==> config.mk <==
export PLATFORM = sky130hd
export DESIGN_NAME = npc_cell
export DESIGN_NICKNAME = d
export VERILOG_FILES = /design/src/design/npc_pkg.sv /design/src/design/npc_cell.sv
export SDC_FILE = /design/constraint.sdc
export NUM_CORES = 1
export LEC_CHECK = 0
export ABC_AREA = 1
export BUFFER_PORTS_ARGS = -buffer_cell sky130_fd_sc_hd__buf_2
export CAP_MARGIN = 10
export CORE_ASPECT_RATIO = 1.25
export CORE_UTILIZATION = 55
export DETAILED_ROUTE_END_ITERATION = 16
export MAX_ROUTING_LAYER = met4
export PLACE_DENSITY_LB_ADDON = 0.2
export SYNTH_ARGS = -nofsm -noshare
export SYNTH_HDL_FRONTEND = slang
export SYNTH_SLANG_ARGS = --single-unit
==> constraint.sdc <==
create_clock -name clock -period 7.5 [get_ports clock]
set_clock_uncertainty 0.15 [all_clocks]
set_input_delay 2.25 -clock clock [delete_from_list [all_inputs] [get_ports clock]]
set_output_delay 2.25 -clock clock [all_outputs]
set_load 0.05 [all_outputs]
==> src/design/npc_pkg.sv <==
`timescale 1ns / 1ps
// ----------------------------------------------------------------------------
// npc_pkg: shared types and constants of the nearest palette colour block
// Component, index and distance widths, request kind codes and the search
// token that travels along the row of palette cells.
// ----------------------------------------------------------------------------
package npc_pkg;

   localparam int PALETTE_ENTRIES_DEF = 256;

   localparam int COMP_W  = 8;
   localparam int INDEX_W = 8;
   localparam int DIST_W  = 10;

   // Start value of the running best: above any real distance (765)
   localparam logic [DIST_W-1:0] DIST_NONE = {DIST_W{1'b1}};

   localparam logic KIND_WRITE = 1'b0;
   localparam logic KIND_QUERY = 1'b1;

   typedef struct packed {
      logic [COMP_W-1:0] red;
      logic [COMP_W-1:0] green;
      logic [COMP_W-1:0] blue;
   } colour_type;

   typedef struct packed {
      logic               valid;
      colour_type         colour;
      logic [INDEX_W-1:0] best_index;
      logic [DIST_W-1:0]  best_distance;
   } token_type;

endpackage

==> src/design/npc_cell.sv <==
`timescale 1ns / 1ps
// ----------------------------------------------------------------------------
// npc_cell: one palette entry with its distance stage
// Holds one palette colour, takes writes addressed to it and, as a search
// token passes, compares its colour with the query and hands on the best.
// ----------------------------------------------------------------------------
module npc_cell import npc_pkg::*; #(
   parameter int CELL_INDEX = 0
) (
   input  logic               clock,
   input  logic               reset,
   input  logic               wr_en,
   input  logic [INDEX_W-1:0] wr_index,
   input  colour_type         wr_colour,
   input  token_type          tok_prev,
   output token_type          tok_next
);

   // Cells from 256 up cannot be addressed by an 8-bit index
   localparam logic ADDRESSABLE = (CELL_INDEX < (1 << INDEX_W));
   localparam logic [INDEX_W-1:0] OWN_INDEX = INDEX_W'(CELL_INDEX);

   colour_type          entry_ff, entry_in;
   token_type           tok_ff, tok_in;
   logic [COMP_W-1:0]   diff_r, diff_g, diff_b;
   logic [DIST_W-1:0]   entry_distance;
   logic                wr_hit;

   // Decode a write to this entry
   assign wr_hit = wr_en && ADDRESSABLE && (wr_index == OWN_INDEX);

   always_comb begin
      entry_in = wr_hit ? wr_colour : entry_ff;
   end

   // Distance of the passing query to this entry
   always_comb begin
      diff_r = (tok_prev.colour.red > entry_ff.red) ?
               tok_prev.colour.red - entry_ff.red : entry_ff.red - tok_prev.colour.red;
      diff_g = (tok_prev.colour.green > entry_ff.green) ?
               tok_prev.colour.green - entry_ff.green :
               entry_ff.green - tok_prev.colour.green;
      diff_b = (tok_prev.colour.blue > entry_ff.blue) ?
               tok_prev.colour.blue - entry_ff.blue : entry_ff.blue - tok_prev.colour.blue;
      entry_distance = DIST_W'(diff_r) + DIST_W'(diff_g) + DIST_W'(diff_b);
   end

   // Take over the best only on a strictly smaller distance: ties keep the lower index
   always_comb begin
      tok_in = tok_prev;
      if (entry_distance < tok_prev.best_distance) begin
         tok_in.best_index    = OWN_INDEX;
         tok_in.best_distance = entry_distance;
      end
   end

   // Hold the entry; clear it at reset
   always_ff @(posedge clock) begin
      if (reset) begin
         entry_ff <= '0;
      end else begin
         entry_ff <= entry_in;
      end
   end

   // Advance the token; only the valid bit is cleared at reset
   always_ff @(posedge clock) begin
      if (reset) begin
         tok_ff.valid <= 1'b0;
      end else begin
         tok_ff.valid <= tok_in.valid;
      end
      tok_ff.colour        <= tok_in.colour;
      tok_ff.best_index    <= tok_in.best_index;
      tok_ff.best_distance <= tok_in.best_distance;
   end

   assign tok_next = tok_ff;

endmodule

Word-level counts from Yosys, hierarchy flattened
Index checks and enable logic that the tools add are counted.

Output and inout bits: 43. Bits in registers: 67. Input bits: 78. Word-level logic and storage cells: 27.

Add/sub/neg operators: 8. Multiplexer cells: 4. Reductions and logical operators: 2. Magnitude comparators: 4.

Operators with widths (count): $sub A8 B8 Y8 (6); $gt A8 B8 Y1 (3); $mux W8 (3); $add A9 B8 Y10 (1); $lt A10 B10 Y1 (1); $mux W10 (1); $add A8 B8 Y9 (1); $logic_not A8 Y1 (1); $logic_and A1 B1 Y1 (1).

Longest topological paths before layout
Gate-level depths: netlist (run 1).

Depth after elaboration: 6. Mapped depth: 30. Gate-level depth less buffers: 30.

Worst setup path after synthesis (run 1)
No wires, ideal clock.

Path type: input-to-reg. Start point: input port tok_prev[34] (netlist bit). End point: register tok_ff (netlist bit tok_next[8]). Data arrival time: 5.912 ns. Setup slack: 1.326 ns. Cell stages on the path: 26. Buffers on the path: 2. Setup time: 0.112 ns. Required time: 7.238 ns. Cell sequence: inv_1 > ha_1 > inv_1 > fa_1 > nand2_1 > nand2_1 > nand3_1 > nand2_1 > nand2_2 > buf_6 > o21ai_1 > fa_1 > inv_1 > ha_1 > or2_2 > nand3_1 > nand2_1 > nand2_1 > o21ai_0 > ha_1 > a21o_1 > nor2_1 > nand3_2 > buf_2 > nand2_1 > nand2_1.

RTL lines: start: declaration (RTL line npc_cell.sv:15) `input token_type tok_prev,`; end: declaration (RTL line npc_cell.sv:24) `token_type tok_ff, tok_in;`.

==> results.yml, run 1 <==
worst_setup_path:
  critPathBufInv: 4
  r2r-end: "tok_next[0]$_DFF_P_"
  path_class: "input pin to register"
  cpPeakStageDelay_ns: 0.48
  critical-path-top-delay-family: "adder cells"
  crit_fanout: 19
  cp-start-kind: "input pin"
  endpoint_kind: "register"
  cp.required_ns: 7.58
  reg2regPathDepth: 26
  r2r_setup_slack_ns: 2.75
  reg2reg_from: "entry_ff[16]$_SDFFE_PP0P_"
  slowest_stage: "fa_1"
  crit_top_cell: "nand2_1"
  crit_arrival_ns: 6.54
sta:
  whs_ns: 0.314
  slew_viol_final: 0
  setup_ws_ns: 1.03
  rsz0062_at_grt: "false"
  hold_violations: 0
  timing.fmax_mhz: 155
  setup_violations: 0
  fin_crit_sh_pct: 86.2
  relSlewSlack_pct: 51.2
  final.min_clock_period_ns: 6.47
  tightest_slew_ns: 0.732
  fin_setup_tns_ns: 0
die:
  die_h_um: 109
  core_um2: 8800
  die_area_um2: 9620
  start_util_pct: 57.7
  die_w_um: 87.9
  rows: 38
  ioPinCount: 121
pwr:
  p_leak_nw: 3.50
  clkPwrFrac_pct: 19.9
  switching_share_pct: 44.8
  power_frac_seq_pct: 28.8
  vdd_drop_max_v: 0.000114
  power.density_nw_per_um2: 244
  power.switching_mw: 0.648
  internal-power_mw: 0.797
  power_frac_comb_pct: 51.3
drt:
  met1_length_mm: 4.78
  post-route-drc-count: 0
  postRouteAntennaNets: 0
  drt-vias-per-instance: 4.76
  wl_met2_mm: 5.59
  drt_iter0_drc: 164
  firstDrtPassIters: 4
  wl_met3_um: 452
  maxUsedRoutingLayer: "met4"
  wl_per_cell_um: 10.9
  vias: 4775
  routed_wl_mm: 11.0
yosys:
  yosysSeqAreaShare_pct: 26.4
  synth_area_leaders: "dfxtp_1 (26%), nand2_1 (18%), ha_1 (15%)"
  yosysMostFrequentCell: "nand2_1"
  synth_top_area_cell: "dfxtp_1"
  synth.distinct_cells: 22
  ys_seq_elements: 67
  ys.warnings.count: 0
  synth_nets: 919
  synth_cells: 765
  synthArstFlopShare_pct: 0
  yosys.area.top_type_share_pct: 26.4
  synth_common_cells: "nand2_1 (245), inv_1 (166), dfxtp_1 (67), ha_1 (61), a21oi_1 (49)"
  postSynthAreaPerCell_um2: 6.64
  synth_edf_count: 0
  synth_area_um2: 5080
  synthFlopType: "dfxtp_1"
clock_network:
  numCtsBuffers: 9
  cts_sinks: 67
  cts_tree: "done"
  root_buffer: "clkbuf_8"
  clkTransAtPathRegs_ns: 0.06
  clk_latency_ns: 0.35
  ctsHoldBuffers: 0
  cts_max_level: 3
  cts_setup_buffers: 0
  cts_resized: 0
  cts_buffer_depth: 2
grt:
  grt_pass1_wl_mm: 18.8
  antenna_found_initial: 0
  grt_pass1_vias: 4581
  grt.total_usage_pct: 25.7
  grt_max_degree: 49
  grt_overflow: 0
finish:
  diodes: 0
  fin_nets: 1034
  seq_area_um2: 1340
  drive_gt1_share_pct: 16.6
  area_growth_pct: 16.7
  stdcell_area_um2: 5930
  fin_util_pct: 67.4
  multi_input_area_um2: 3020
  n_fill_cell: 824
min_path:
  min_from: "entry_ff[15]$_SDFFE_PP0P_"
  hold_path.class: "register to register"
  min_to: "entry_ff[15]$_SDFFE_PP0P_"
  hold_depth: 2
placed_design:
  placed_cell_area_um2: 5740
  place.gp.congestion: 0.915
  hpwl_mm: 9.01
  place_worst_setup_slack_ns: 0.704
  portBuffers: 120
outcome:
  status: "completed"
job:
  cap_viol_max_count: 0
==> stage by stage <==
stage	total power [mW]	cells
5_1_grt	1.58	1003
2_1_floorplan	1.00	765
3_3_place_gp	1.15	989
3_5_place_dp	1.17	989
4_1_cts	1.46	1003
6_report	1.45	1003
==> layout by cell type, fill, tap and decap left out, types with 2 or more instances in the layout <==
cell and count:
o21ai_0 29, ha_1 61, nor2_1 26, xnor2_1 6, nand2_2 5, nand2_1 245, a21oi_1 49, buf_2 120
xor2_1 13, nor2_2 3, or2_2 3, inv_1 166, nand3_1 48, dfxtp_1 67, clkbuf_8 10, clkinv_2 2
o21ai_1 8, fa_1 15
==> flip-flops by register name, summed over array words and instances (netlist names) <==
register and cells:
entry_ff 24, tok_next 43
==> routing by layer <==
| metal | GRT usage [%] | vias to the layer above |
|---|---|---|
| met2 | 47.7 | 102 |
| li1 | - | 2536 |
| met4 | 7.49 | 0 |
| met5 | - | - |
| met3 | 5.11 | 14 |
| met1 | 27.1 | 2123 |
==> tightest hold or removal path: stages, from the launching register on <==
cell and delay, ns:
dfxtp_1 0.30, inv_1 0.06, a21oi_1 0.06
==> logic make-up (layout without fill, tap and decap cells) <==
logic type / Yosys count / count (layout) / synth area share [%]
buffers and inverters: 183 / 301 / 14.1
AND/OR/NAND/NOR: 333 / 333 / 26.7
XOR/XNOR: 19 / 19 / 3.28
adder cells (fa/ha/maj): 76 / 76 / 20.9
flip-flops: 67 / 67 / 26.4
AO/OA/AOI/OAI: 87 / 87 / 8.63
==> power by group through the flow <==
stage,Clock (mW),Sequential [mW],Combinational [mW]
floorplan,0,0.589,0.415
global placement,0,0.424,0.724
detailed placement,0,0.425,0.742
CTS,0.295,0.417,0.745
global route,0.310,0.424,0.845
finish,0.287,0.416,0.742
==> area by class of cell <==
type / count / area share (%)
Inverter: 166 / 10.5
Timing Repair Buffer: 121 / 10.3
Multi-Input combinational cell: 515 / 51.0
Tap cell: 120 / 2.53
Clock inverter: 3 / 0.676
Clock buffer: 11 / 2.39
Sequential cell: 67 / 22.6
==> worst max-delay path by stage <==
stage	startpoint	endpoint	slack (ns)	cells after the start
floorplan	tok_prev[34]	tok_next[8]$_DFF_P_	1.33	26
global placement	tok_prev[34]	tok_next[0]$_DFF_P_	0.82	28
detailed placement	tok_prev[34]	tok_next[0]$_DFF_P_	0.70	28
CTS	tok_prev[34]	tok_next[0]$_DFF_P_	1.05	28
global route	tok_prev[34]	tok_next[2]$_DFF_P_	0.62	28
finish	tok_prev[34]	tok_next[0]$_DFF_P_	1.03	28
Power figures use the tool's default switching activity.
==> run 2, diff against run 1 <==
--- a/config.mk
+++ b/config.mk
@@ -12,7 +12,7 @@
 export CORE_UTILIZATION = 55
 export DETAILED_ROUTE_END_ITERATION = 16
 export MAX_ROUTING_LAYER = met4
-export PLACE_DENSITY_LB_ADDON = 0.2
+export PLACE_DENSITY = 0.82
 export SYNTH_ARGS = -nofsm -noshare
 export SYNTH_HDL_FRONTEND = slang
 export SYNTH_SLANG_ARGS = --single-unit
==> run 2 against run 1 <==
Register-to-register slack gained 0.02 ns. Hold slack better by 0.0052 ns. Maximum frequency about the same. Count of clock-buffer cells in the layout grew 1. Sequential power barely moved. Core utilization increased by 0.26 points.
==> results.yml, run 2 (same netlist as run 1, synthesis figures left out) <==
clock_network:
  cts_tree: "done"
  cts_sinks: 67
  cts_buffer_depth: 2
  cts_max_level: 3
  numCtsBuffers: 9
  root_buffer: "clkbuf_8"
  clkTransAtPathRegs_ns: 0.07
  clk_latency_ns: 0.36
  cts_resized: 0
  ctsHoldBuffers: 0
  cts_setup_buffers: 0
grt:
  grt_pass1_vias: 4309
  grt_max_degree: 33
  grt.total_usage_pct: 24.6
  grt_overflow: 0
  antenna_found_initial: 0
  grt_pass1_wl_mm: 17.8
drt:
  routed_wl_mm: 10.6
  firstDrtPassIters: 5
  postRouteAntennaNets: 0
  drt_iter0_drc: 193
  post-route-drc-count: 0
  wl_per_cell_um: 10.5
  drt-vias-per-instance: 4.73
  vias: 4757
finish:
  final_cell_mix: "nand2_1 (245), inv_1 (166), buf_2 (120)"
  final_common_cell: "nand2_1"
  fin_nets: 1034
  fin_util_pct: 67.6
  largest_register_ffs: 43
  n_fill_cell: 799
  area_growth_pct: 17.2
  drive_gt1_share_pct: 16.8
  diodes: 0
sta:
  tightest_slew_ns: 0.625
  timing.fmax_mhz: 155
  fin_setup_tns_ns: 0
  final.min_clock_period_ns: 6.46
  slew_viol_final: 0
  setup_violations: 0
  fin_crit_sh_pct: 86.2
  rsz0062_at_grt: "false"
  relSlewSlack_pct: 58.3
  hold_violations: 0
placed_design:
  place.gp.congestion: 0.887
  portBuffers: 120
  hpwl_mm: 8.64
die:
  die_w_um: 87.9
  rows: 38
  start_util_pct: 57.7
  ioPinCount: 121
  core_um2: 8800
  die_h_um: 109
  die_area_um2: 9620
outcome:
  status: "completed"
pwr:
  power.density_nw_per_um2: 245
  vdd_drop_max_v: 0.000107
  p_leak_nw: 3.51
worst_setup_path:
  path_class: "input pin to register"
  crit_arrival_ns: 6.54
  crit_fanout: 19
  reg2regPathDepth: 25
  cp-start-kind: "input pin"
  endpoint_kind: "register"
  cp.required_ns: 7.58
job:
  cap_viol_max_count: 0
min_path:
  hold_path.class: "register to register"
  hold_depth: 2
-- run 2: changes by cell type in the layout (fill, tap and decap cells not counted) --
cell      before  now
clkinv_4       0    1
clkbuf_8      10   11
-- run 2: worst paths after layout --
| kind | start | to | slack (ns) |
|---|---|---|---|
| max | tok_prev[34] | tok_next[0]$_DFF_P_ | 1.04 |
| min | entry_ff[23]$_SDFFE_PP0P_ | entry_ff[23]$_SDFFE_PP0P_ | 0.32 |
| max reg2reg | entry_ff[17]$_SDFFE_PP0P_ | tok_next[0]$_DFF_P_ | 2.77 |
| min reg2reg | entry_ff[23]$_SDFFE_PP0P_ | entry_ff[23]$_SDFFE_PP0P_ | 0.32 |
-- run 2: layout make-up --
class / instances / area (um^2) / area share [%]
clock buffer: 12 / 155 / 2.61
clock inverter: 4 / 48.8 / 0.820
inverter: 166 / 623 / 10.5
multi-input combinational: 515 / 3020 / 50.8
sequential: 67 / 1340 / 22.5
tap: 120 / 150 / 2.52
timing repair buffer: 121 / 608 / 10.2
-- run 2: metal layers --
metal  global-route usage (%)  routed length, um  vias up  part of all wire, %
li1                         -                  -     2543                    -
met1                     27.0               4640     2072                   44
met2                     43.2               5230      119                   49
met3                     4.13                462       23                  4.4
met4                     10.9                263        0                  2.5
met5                        -                  0        -                    0
-- run 2: per-stage QoR --
step	area, um^2	hold slack [ns]	cells	worst slack [ns]	total power [mW]
2_1_floorplan	5080	0.283	765	1.33	1.00
3_3_place_gp	5740	0.301	989	0.815	1.15
3_5_place_dp	5740	0.314	989	0.671	1.16
4_1_cts	5950	0.324	1005	1.05	1.47
5_1_grt	5950	0.350	1005	0.617	1.59
6_report	5950	0.319	1005	1.04	1.46
-- run 2: power by group --
part	internal (mW)	switching, mW	total (mW)
registers	0.407	0.00833	0.416
logic	0.231	0.506	0.737
clock network	0.171	0.135	0.306
-- run 2: worst max-delay path, stage by stage --
cell     delay, ns
buf_2         0.13
inv_1         0.06
ha_1          0.15
inv_1         0.06
fa_1          0.40
nand2_1       0.08
nand2_1       0.08
nand3_1       0.09
nand2_1       0.07
nand2_2       0.17
inv_1         0.11
nand2_1       0.07
nand2_1       0.07
fa_1          0.48
ha_1          0.24
fa_1          0.40
nand2_1       0.08
nand2_1       0.07
nand3_1       0.09
nand2_1       0.07
nand2_1       0.06
o21ai_0       0.11
ha_1          0.31
a21o_1        0.15
nor2_1        0.16
nand3_2       0.33
nand2_1       0.13
o21ai_0       0.08
